<file path="config.mk">
export PLATFORM = sky130hd
export DESIGN_NAME = lobu_front
export DESIGN_NICKNAME = d
export VERILOG_FILES = /design/src/rtl/lobu_pkg.sv /design/src/rtl/lobu_front.sv
export SDC_FILE = /design/constraint.sdc
export NUM_CORES = 1
export LEC_CHECK = 0
export ABC_AREA = 1
export ABC_CLOCK_PERIOD_IN_PS = 7300
export BUFFER_PORTS_ARGS = -buffer_cell sky130_fd_sc_hd__clkbuf_2
export CAP_MARGIN = 40
export CORE_MARGIN = 3
export CORE_UTILIZATION = 42
export CTS_CLUSTER_SIZE = 16
export DETAILED_ROUTE_END_ITERATION = 8
export PLACE_DENSITY = 0.83
export SYNTH_ARGS = -nofsm -noshare
export SYNTH_HDL_FRONTEND = slang
export SYNTH_SLANG_ARGS = --single-unit
</file>
<file path="constraint.sdc">
create_clock -name clock -period 7.3 [get_ports clock]
set_input_delay 0 -clock clock [delete_from_list [all_inputs] [get_ports clock]]
set_output_delay 0 -clock clock [all_outputs]
set_load 0.1 [all_outputs]
</file>
<file path="src/rtl/lobu_pkg.sv">
package lobu_pkg;

   localparam int MAX_ORDERS = 1024;
   localparam int MAX_LEVELS = 256;
   localparam int ORD_AW = $clog2(MAX_ORDERS);
   localparam int LVL_AW = $clog2(MAX_LEVELS);
   localparam int CLR_AW = (ORD_AW > LVL_AW) ? ORD_AW : LVL_AW;
   localparam int CLR_N = (MAX_ORDERS > MAX_LEVELS) ? MAX_ORDERS : MAX_LEVELS;

   localparam logic [2:0] FN_ADD     = 3'd1;
   localparam logic [2:0] FN_CANCEL  = 3'd2;
   localparam logic [2:0] FN_DELETE  = 3'd3;
   localparam logic [2:0] FN_EXECUTE = 3'd4;

   localparam logic [1:0] KIND_IGNORE = 2'd0;
   localparam logic [1:0] KIND_ADD    = 2'd1;
   localparam logic [1:0] KIND_REDUCE = 2'd2;

   localparam logic [1:0] ST_OK      = 2'd0;
   localparam logic [1:0] ST_UNKNOWN = 2'd1;
   localparam logic [1:0] ST_IGNORED = 2'd2;
   localparam logic [1:0] ST_FULL    = 2'd3;

   localparam logic [1:0] SLOT_EMPTY = 2'd0;
   localparam logic [1:0] SLOT_USED  = 2'd1;
   localparam logic [1:0] SLOT_TOMB  = 2'd2;

   localparam logic [39:0] SUM_MAX   = 40'hFF_FFFF_FFFF;
   localparam logic [10:0] COUNT_MAX = 11'd2047;
   localparam logic [23:0] QTY_ALL   = 24'hFF_FFFF;

   typedef struct packed {
      logic [1:0]  kind;
      logic        is_exec;
      logic [31:0] order_ref;
      logic [23:0] qty;
      logic [30:0] price;
      logic        buy;
   } job_type;

   typedef struct packed {
      logic [1:0]  status;
      logic        side_buy;
      logic [30:0] level_price;
      logic [23:0] order_left;
      logic [39:0] level_total;
      logic [10:0] level_orders;
      logic        level_gone;
      logic        trade_valid;
      logic [23:0] trade_qty;
   } rsp_type;

   typedef struct packed {
      logic [1:0]  slot;
      logic [31:0] key;
      logic        buy;
      logic [30:0] price;
      logic [23:0] rem;
   } ord_type;

   typedef struct packed {
      logic [1:0]  slot;
      logic        buy;
      logic [30:0] price;
      logic [39:0] sum;
      logic [10:0] count;
   } lvl_type;

   function automatic logic [ORD_AW-1:0] hash_order(logic [31:0] key);
      logic [ORD_AW-1:0] h;
      h = '0;
      for (int i = 0; i < 32; i++) begin
         h[i % ORD_AW] = h[i % ORD_AW] ^ key[i];
      end
      if ({1'b0, h} >= (ORD_AW+1)'(MAX_ORDERS)) begin
         h = ORD_AW'({1'b0, h} - (ORD_AW+1)'(MAX_ORDERS));
      end
      return h;
   endfunction

   function automatic logic [LVL_AW-1:0] hash_level(logic [31:0] key);
      logic [LVL_AW-1:0] h;
      h = '0;
      for (int i = 0; i < 32; i++) begin
         h[i % LVL_AW] = h[i % LVL_AW] ^ key[i];
      end
      if ({1'b0, h} >= (LVL_AW+1)'(MAX_LEVELS)) begin
         h = LVL_AW'({1'b0, h} - (LVL_AW+1)'(MAX_LEVELS));
      end
      return h;
   endfunction

endpackage

</file>
<file path="src/rtl/lobu_front.sv">
module lobu_front
   import lobu_pkg::*;
(
   input  logic        clock,
   input  logic        reset,
   input  logic        req_valid,
   output logic        req_ready,
   input  logic [2:0]  req_func,
   input  logic [31:0] req_order_ref,
   input  logic [23:0] req_quantity,
   input  logic [30:0] req_price,
   input  logic        req_is_buy,
   output logic        job_valid,
   input  logic        job_ready,
   output job_type     job
);

   logic    valid_ff, valid_in;
   job_type job_ff, job_in;

   assign req_ready = !valid_ff || job_ready;
   assign job_valid = valid_ff;
   assign job = job_ff;

   // classify the event; delete takes the whole remaining quantity
   always_comb begin
      job_in = job_ff;
      valid_in = valid_ff;
      if (job_ready) begin
         valid_in = 1'b0;
      end
      if (req_valid && req_ready) begin
         valid_in = 1'b1;
         job_in.order_ref = req_order_ref;
         job_in.price = req_price;
         job_in.buy = req_is_buy;
         job_in.qty = req_quantity;
         job_in.is_exec = 1'b0;
         case (req_func)
            FN_ADD: begin
               job_in.kind = KIND_ADD;
            end
            FN_CANCEL: begin
               job_in.kind = KIND_REDUCE;
            end
            FN_DELETE: begin
               job_in.kind = KIND_REDUCE;
               job_in.qty = QTY_ALL;
            end
            FN_EXECUTE: begin
               job_in.kind = KIND_REDUCE;
               job_in.is_exec = 1'b1;
            end
            default: begin
               job_in.kind = KIND_IGNORE;
            end
         endcase
      end
   end

   always_ff @(posedge clock) begin
      if (reset) begin
         valid_ff <= 1'b0;
      end else begin
         valid_ff <= valid_in;
      end
      job_ff <= job_in;
   end

endmodule

</file>
==> reports/metrics.cfg <==
[power]
seqPwrFrac = 0.454
peakVddDrop_mv = 0.1279
p_sw_frac = 0.3322
p_leak_nw = 2.442
clkPwrFrac = 0.296
p_switching_mw = 0.4589
power_density_nw_per_um2 = 262.4
power.internal_mw = 0.9224
power.total_mw = 1.381
p_comb_frac = 0.250

[cells_and_area]
final_nets = 539
final_util = 0.7621
mostFrequentLayoutCells = clkbuf_2, dlygate4sd3_1, edfxtp_1
stdcell_area_um2 = 5264
regArea_um2 = 2753
antennaDiodeCount = 0
area_delta_synth_final_pct = 73.91
fillers = 449
drive_gt1_frac = 0.4633
final_common_cell = clkbuf_2
multi_input_area_um2 = 157.7

[logic_synthesis]
ys_top_cells_by_area = edfxtp_1, inv_1, nand2_1, buf_6, dfxtp_1
yosys_register_bits = 92
synth_cells = 155
synth.distinct_cells = 10
syn_nets = 250
synth_top_area_frac = 0.9029
ys_warn_count = 0
syn_area_um2 = 3027
synth-seq-area-share = 0.9095
synth_top_area_cell = edfxtp_1
synth_area_per_cell_um2 = 19.53

[timing]
maxSlewViolCount = 0
timing.final.crit_share = 0.2107
worst_pin_slew_ps = 567.1
period_needed_ps = 1538
skew_ps = 10.54
fin_setup_tns_ps = 0
whs_ps = 42.35
max_freq_mhz = 650.3
finalHoldViolCount = 0
finalSetupViolCount = 0
rsz0062_at_grt = no
maxSlewHeadroom = 0.6235

[clock_network]
cts_sinks = 92
cts_hold_buf = 91
clock_latency_ps = 340
max-clock-path-buffers = 2
cts_htree_levels = 3
post-cts-setup-buffers = 0
cts_root_buf = clkbuf_8
cts_resized = 0
clk_pin_slew_worst_paths_ps = 90
cts_buffers = 9
cts_tree = built

[floorplanning]
die_height_um = 90.89
io_pins = 188
start_util = 0.4382
core_area_um2 = 6907
dieArea_um2 = 8261
die_w_um = 90.89
num_rows = 30

[route]
drtPass1Iterations = 4
routed_via_density = 4.411
finalWirelength_um = 8832
vias = 2404
drtAntennaViolNets = 0
wl_per_cell_um = 16.21
drc = 0
drt_iter0_drc = 50

[critical_path]
crit_required_ps = 7310
critPathLaunchType = flip-flop
path_class = flip-flop to flip-flop
rrSetupSlack_ps = 5760
cp_max_fo = 72
endpoint_kind = flip-flop
worstPathArrival_ps = 1550

[global_routing]
gr-total-overflow = 0
grt_max_degree = 73
grt_pass1_wl_um = 13590
antenna_found_initial = 0
grt_pass1_vias = 2649
grt_usage = 0.2184

[placement]
postPlaceCellArea_um2 = 4106
io_buffers = 187
dpl.hpwl_um = 5109
finalWeightedCongestion = 0.6530

[outcome]
status = finished clean

[job]
drv_cap = 0

[hold_path]
min_path_type = primary input to flip-flop

-- per-stage QoR --
step | setup slack (ps) | std cells
final | 5762 | 545
after global routing | 5680 | 545
after CTS | 5789 | 545
after detailed placement | 5805 | 438
after global placement | 5588 | 437
after floorplan | 1499 | 155
-- critical path, stage by stage, from the launching register on --
cell and delay, ps:
dfxtp_1 370, a21oi_4 150, buf_4 300, buf_16 350
-- synth_stat cells --
| master | n |
|---|---|
| nor2_1 | 1 |
| a21oi_1 | 2 |
| nor3b_1 | 1 |
| edfxtp_1 | 91 |
| nand3_4 | 1 |
| nand2_2 | 1 |
| nand2_1 | 27 |
| buf_6 | 2 |
| dfxtp_1 | 1 |
| inv_1 | 28 |
-- flip-flops by register name, summed over array words and instances, names as in the netlist --
| signal | flops |
|---|---|
| job | 91 |
| job_valid | 1 |
-- per-layer routing --
layer / track usage / vias to the layer above / wire length [um]
li1: - / 1115 / -
met1: 0.2092 / 1149 / 2923
met2: 0.4262 / 122 / 5038
met3: 0.06000 / 18 / 666
met4: 0.09799 / 0 / 204
met5: 0 / - / 0
-- area by class of cell --
type | count | share of cell area
clock buffers | 9 | 0.02353
well taps | 96 | 0.02282
flip-flops and latches | 92 | 0.5229
repair buffers | 280 | 0.3575
multi-input cells | 33 | 0.02995
clock inverters | 7 | 0.02329
inverters | 28 | 0.01997
-- final timing paths --
kind	start	end	depth (start not counted)
max reg2reg	job_valid	job[35]	3
min	req_func[1]	job[89]	2
min reg2reg	job_valid	job[46]	2
max	job_valid	job[35]	3
-- power by group through the flow --
stage                     sequential (mW)  clock (mW)  combinational, mW
after CTS                           0.627       0.416              0.342
after floorplan                     0.864           0             0.0203
final                               0.628       0.409              0.345
after global placement              0.638           0              0.297
after global routing                0.631       0.438              0.356
after detailed placement            0.639           0              0.303
-- kinds of logic after synthesis --
| logic type | after synthesis | share of synthesized area |
|---|---|---|
| flops | 92 | 0.9095 |
| compound gates | 2 | 0.003307 |
| buf+inv | 30 | 0.04217 |
| simple gates | 31 | 0.04506 |
Power figures use the tool's default switching activity.
