## src/rtl/lobu_pkg.sv

```systemverilog
package lobu_pkg;

   localparam int MAX_ORDERS = 1024;
   localparam int MAX_LEVELS = 256;
   localparam int ORD_AW = $clog2(MAX_ORDERS);
   localparam int LVL_AW = $clog2(MAX_LEVELS);
   localparam int CLR_AW = (ORD_AW > LVL_AW) ? ORD_AW : LVL_AW;
   localparam int CLR_N = (MAX_ORDERS > MAX_LEVELS) ? MAX_ORDERS : MAX_LEVELS;

   localparam logic [2:0] FN_ADD     = 3'd1;
   localparam logic [2:0] FN_CANCEL  = 3'd2;
   localparam logic [2:0] FN_DELETE  = 3'd3;
   localparam logic [2:0] FN_EXECUTE = 3'd4;

   localparam logic [1:0] KIND_IGNORE = 2'd0;
   localparam logic [1:0] KIND_ADD    = 2'd1;
   localparam logic [1:0] KIND_REDUCE = 2'd2;

   localparam logic [1:0] ST_OK      = 2'd0;
   localparam logic [1:0] ST_UNKNOWN = 2'd1;
   localparam logic [1:0] ST_IGNORED = 2'd2;
   localparam logic [1:0] ST_FULL    = 2'd3;

   localparam logic [1:0] SLOT_EMPTY = 2'd0;
   localparam logic [1:0] SLOT_USED  = 2'd1;
   localparam logic [1:0] SLOT_TOMB  = 2'd2;

   localparam logic [39:0] SUM_MAX   = 40'hFF_FFFF_FFFF;
   localparam logic [10:0] COUNT_MAX = 11'd2047;
   localparam logic [23:0] QTY_ALL   = 24'hFF_FFFF;

   typedef struct packed {
      logic [1:0]  kind;
      logic        is_exec;
      logic [31:0] order_ref;
      logic [23:0] qty;
      logic [30:0] price;
      logic        buy;
   } job_type;

   typedef struct packed {
      logic [1:0]  status;
      logic        side_buy;
      logic [30:0] level_price;
      logic [23:0] order_left;
      logic [39:0] level_total;
      logic [10:0] level_orders;
      logic        level_gone;
      logic        trade_valid;
      logic [23:0] trade_qty;
   } rsp_type;

   typedef struct packed {
      logic [1:0]  slot;
      logic [31:0] key;
      logic        buy;
      logic [30:0] price;
      logic [23:0] rem;
   } ord_type;

   typedef struct packed {
      logic [1:0]  slot;
      logic        buy;
      logic [30:0] price;
      logic [39:0] sum;
      logic [10:0] count;
   } lvl_type;

   function automatic logic [ORD_AW-1:0] hash_order(logic [31:0] key);
      logic [ORD_AW-1:0] h;
      h = '0;
      for (int i = 0; i < 32; i++) begin
         h[i % ORD_AW] = h[i % ORD_AW] ^ key[i];
      end
      if ({1'b0, h} >= (ORD_AW+1)'(MAX_ORDERS)) begin
         h = ORD_AW'({1'b0, h} - (ORD_AW+1)'(MAX_ORDERS));
      end
      return h;
   endfunction

   function automatic logic [LVL_AW-1:0] hash_level(logic [31:0] key);
      logic [LVL_AW-1:0] h;
      h = '0;
      for (int i = 0; i < 32; i++) begin
         h[i % LVL_AW] = h[i % LVL_AW] ^ key[i];
      end
      if ({1'b0, h} >= (LVL_AW+1)'(MAX_LEVELS)) begin
         h = LVL_AW'({1'b0, h} - (LVL_AW+1)'(MAX_LEVELS));
      end
      return h;
   endfunction

endpackage

```

## src/rtl/lobu_queue.sv

```systemverilog
module lobu_queue
   import lobu_pkg::*;
(
   input  logic    clock,
   input  logic    reset,
   input  logic    in_valid,
   output logic    in_ready,
   input  job_type in_job,
   output logic    out_valid,
   input  logic    out_ready,
   output job_type out_job
);

   job_type    entry_ff [2];
   logic       wr_ptr_ff, wr_ptr_in;
   logic       rd_ptr_ff, rd_ptr_in;
   logic [1:0] count_ff, count_in;
   logic       push, pop;

   assign in_ready = (count_ff != 2'd2);
   assign out_valid = (count_ff != 2'd0);
   assign out_job = entry_ff[rd_ptr_ff];
   assign push = in_valid && in_ready;
   assign pop = out_valid && out_ready;

   always_comb begin
      wr_ptr_in = push ? !wr_ptr_ff : wr_ptr_ff;
      rd_ptr_in = pop ? !rd_ptr_ff : rd_ptr_ff;
      count_in = count_ff;
      if (push && !pop) begin
         count_in = count_ff + 2'd1;
      end else if (pop && !push) begin
         count_in = count_ff - 2'd1;
      end
   end

   always_ff @(posedge clock) begin
      if (reset) begin
         wr_ptr_ff <= 1'b0;
         rd_ptr_ff <= 1'b0;
         count_ff <= 2'd0;
      end else begin
         wr_ptr_ff <= wr_ptr_in;
         rd_ptr_ff <= rd_ptr_in;
         count_ff <= count_in;
      end
      if (push) begin
         entry_ff[wr_ptr_ff] <= in_job;
      end
   end

endmodule

```

## config.mk

```make
export PLATFORM = sky130hd
export DESIGN_NAME = lobu_queue
export DESIGN_NICKNAME = d
export VERILOG_FILES = /design/src/rtl/lobu_pkg.sv /design/src/rtl/lobu_queue.sv
export SDC_FILE = /design/constraint.sdc
export NUM_CORES = 1
export LEC_CHECK = 0
export ABC_AREA = 1
export BUFFER_PORTS_ARGS = -buffer_cell sky130_fd_sc_hd__buf_2
export CORE_ASPECT_RATIO = 0.6
export CORE_UTILIZATION = 30
export CTS_BUF_LIST = sky130_fd_sc_hd__clkbuf_16
export DETAILED_ROUTE_END_ITERATION = 8
export PLACE_DENSITY = 0.5
export SYNTH_ARGS = -nofsm -noshare
export SYNTH_HDL_FRONTEND = slang
export SYNTH_SLANG_ARGS = --single-unit
export TNS_END_PERCENT = 30
```

## constraint.sdc

```tcl
create_clock -name clock -period 8.7 [get_ports clock]
set_input_delay 0.87 -clock clock [delete_from_list [all_inputs] [get_ports clock]]
set_output_delay 0.87 -clock clock [all_outputs]
set_load 0.005 [all_outputs]
```

==> results.toml <==
[logic_synthesis]
syn_area_per_cell_um2 = 22.7
synth_nets = 416
yosysSeqAreaShare_pct = 76.7
synth_cell_type_count = 14
ys_async_sr_fraction_pct = 0
yosys.cell_count.top_type = "edfxtp_1"
synth_top_area_cell = "edfxtp_1"
netlist_area_um2 = 7260
postSynthCellCount = 320
synth_area_leaders = "edfxtp_1, mux2_4, buf_12"
synth_ff_type = "edfxtp_1"
synth_edf_count = 182
synth_warnings = 0
synth_top_cell_area_share_pct = 75.3
ys_top_cells_by_count = "edfxtp_1, mux2_4, buf_12, nand2_1, inv_1"
ys_seq_elements = 187

[worst_setup_path]
startpoint_type = "register"
worstSetupEndpointType = "primary output"
worstPathArrival_ns = 2.81
crit_type = "register to primary output"
required_ns = 7.83
cpMaxStageDelayCell = "dfxtp_4"
max_stage_delay_ns = 0.89
r2r_start = "count_ff[0]"
crit_fanout = 49
worst_r2r_endpoint = "entry_ff[1][62]"
reg2reg_setup_slack_ns = 6.17
reg2regPathDepth = 5
crit_path_cell_trace = "buf_4 > mux2_2 > buf_2"

[cts]
cts.htree.levels = 4
clkSlewWorstSetupHoldPaths_ns = 0.07
insertion_delay_ns = 0.42
cts_made_buffers = 17
cts.repair.resized = 0
numClockSinks = 187
clock_path_buffers = 2
ctsHoldBuffers = 0
cts_tree = "built"
cts_root_buffer = "clkbuf_16"
postCtsSetupBuffers = 0

[floorplanning]
dieHeight_um = 122
start_util_pct = 31.0
die-area_um2 = 24800
core_area_um2 = 23400
rows = 43
fp.dieW_um = 203
ios = 188

[final_layout]
area_delta_synth_final_pct = 23.7
regArea_um2 = 5570
final_layout_size_suffix_gt1_share_pct = 58.3
finalNetCount = 615
post-route-util_pct = 38.3
num-fill-cells = 2193
multiInputGateArea_um2 = 1490
final_cell_area_um2 = 8970

[sta]
rsz0062_at_grt = "no"
worst_slew_pin_slew_ns = 1.08
fin_crit_sh_pct = 42.3
skew_ns = 0.00994
final.setup.tns_ns = 0
layout_min_cycle_time_ns = 3.68
hold_viol_final = 0
fmax_mhz = 272
setup_viol = 0
slew-limit-headroom_pct = 27.9
drv_slew = 0

[hold_path]
min_from = "rd_ptr_ff"
hold_depth = 2
hold_class = "register to register"

[routing]
num_vias = 3511
route.detailed.drc = 0
postRouteAntennaNets = 0
drt_iter0_drc = 152
firstDrtPassIters = 4
wl_per_cell_um = 16.3
vias_per_cell = 4.14
finalWirelength_mm = 13.9

[placement]
dpl_cell_area_um2 = 8440
hpwl_mm = 8.77
place_congestion = 0.751
portBuffers = 187

[global_routing]
grt_overflow = 0
grt_max_degree = 75
grt_use_total_pct = 11.3
grt_pass1_vias = 3665
grt_antenna_before_repair = 2
grt_pass1_wl_mm = 20.4

[power_and_ir_drop]
power.density_nw_per_um2 = 276
power_mw = 2.48
p_leak_nw = 3.51
ir_drop_v = 0.000154

[outcome]
status = "completed"

[flow_run]
drv_cap = 0
-- routing by layer --
metal	vias to the layer above	global-route usage (%)	wire length, um
li1	1646	-	-
met1	1737	13.8	6160
met2	115	17.4	6300
met3	11	5.79	1260
met4	2	3.52	126
met5	-	0	13
-- registers in the layout, indices dropped and copies added, names as in the netlist, named ones only --
name	cells
entry_ff	182
count_ff	2
rd_ptr_ff	1
wr_ptr_ff	1
-- power by group --
group | switching [mW] | leakage, nW | internal [mW]
registers | 0.0596 | 1.74 | 1.14
clock network | 0.326 | 0.271 | 0.389
logic | 0.253 | 1.50 | 0.307
-- how the worst max path moves through the flow --
stage	to	start	slack, ns	cells past startpoint
3_3_place_gp	out_job[82]	register	5.43	3
2_1_floorplan	entry_ff[0][0]	in_valid	3.41	2
5_1_grt	out_job[82]	register	4.86	3
3_5_place_dp	out_job[82]	register	5.42	3
4_1_cts	out_job[82]	register	4.93	3
6_report	out_job[82]	register	5.02	3
-- final cells by class --
class / instances / share of cell area, %
Tap cell: 315 / 4.39
Antenna cell: 1 / 0.0279
Inverter: 8 / 0.335
Clock inverter: 15 / 1.21
Clock buffer: 17 / 4.74
Timing Repair Buffer: 190 / 10.7
Sequential cell: 187 / 62.1
Multi-Input combinational cell: 115 / 16.6
-- cell families after synthesis --
family | Yosys count | share of synthesized area, %
AND/OR/NAND/NOR | 19 | 1.05
buffers and inverters | 18 | 3.05
adder cells (fa/ha/maj) | 1 | 0.172
flip-flops | 187 | 76.7
multiplexers | 91 | 18.8
AO/OA/AOI/OAI | 4 | 0.276
-- worst max-delay path, delay by kind of cell (launching register included) --
family,cells,cell delay (ns)
buffers and inverters,2,1.01
muxes,1,0.41
DFF,1,0.89
-- layout by cell type (no fill, tap or decap) --
master / count
nand2_1: 9
inv_1: 10
inv_6: 1
ha_1: 1
nor2_1: 5
clkbuf_16: 17
clkinv_1: 4
bufinv_16: 1
o21ai_0: 2
dfxtp_4: 1
nor2_4: 2
buf_4: 3
clkinvlp_4: 1
nand3_1: 2
buf_2: 187
inv_8: 1
mux2_4: 90
mux2_2: 1
clkinv_2: 4
dfxtp_1: 4
edfxtp_1: 182
clkinv_4: 1
nand4_1: 1
a21oi_1: 2
diode_2: 1
-- stage by stage --
step,cells,hold WS [ns],worst slack (ns)
after global placement,815,0.490,5.43
after global routing,847,0.529,4.86
after CTS,847,0.510,4.93
after floorplan,320,0.465,3.41
after detailed placement,815,0.494,5.42
final,848,0.506,5.02
(Power assumes the default switching activity.)
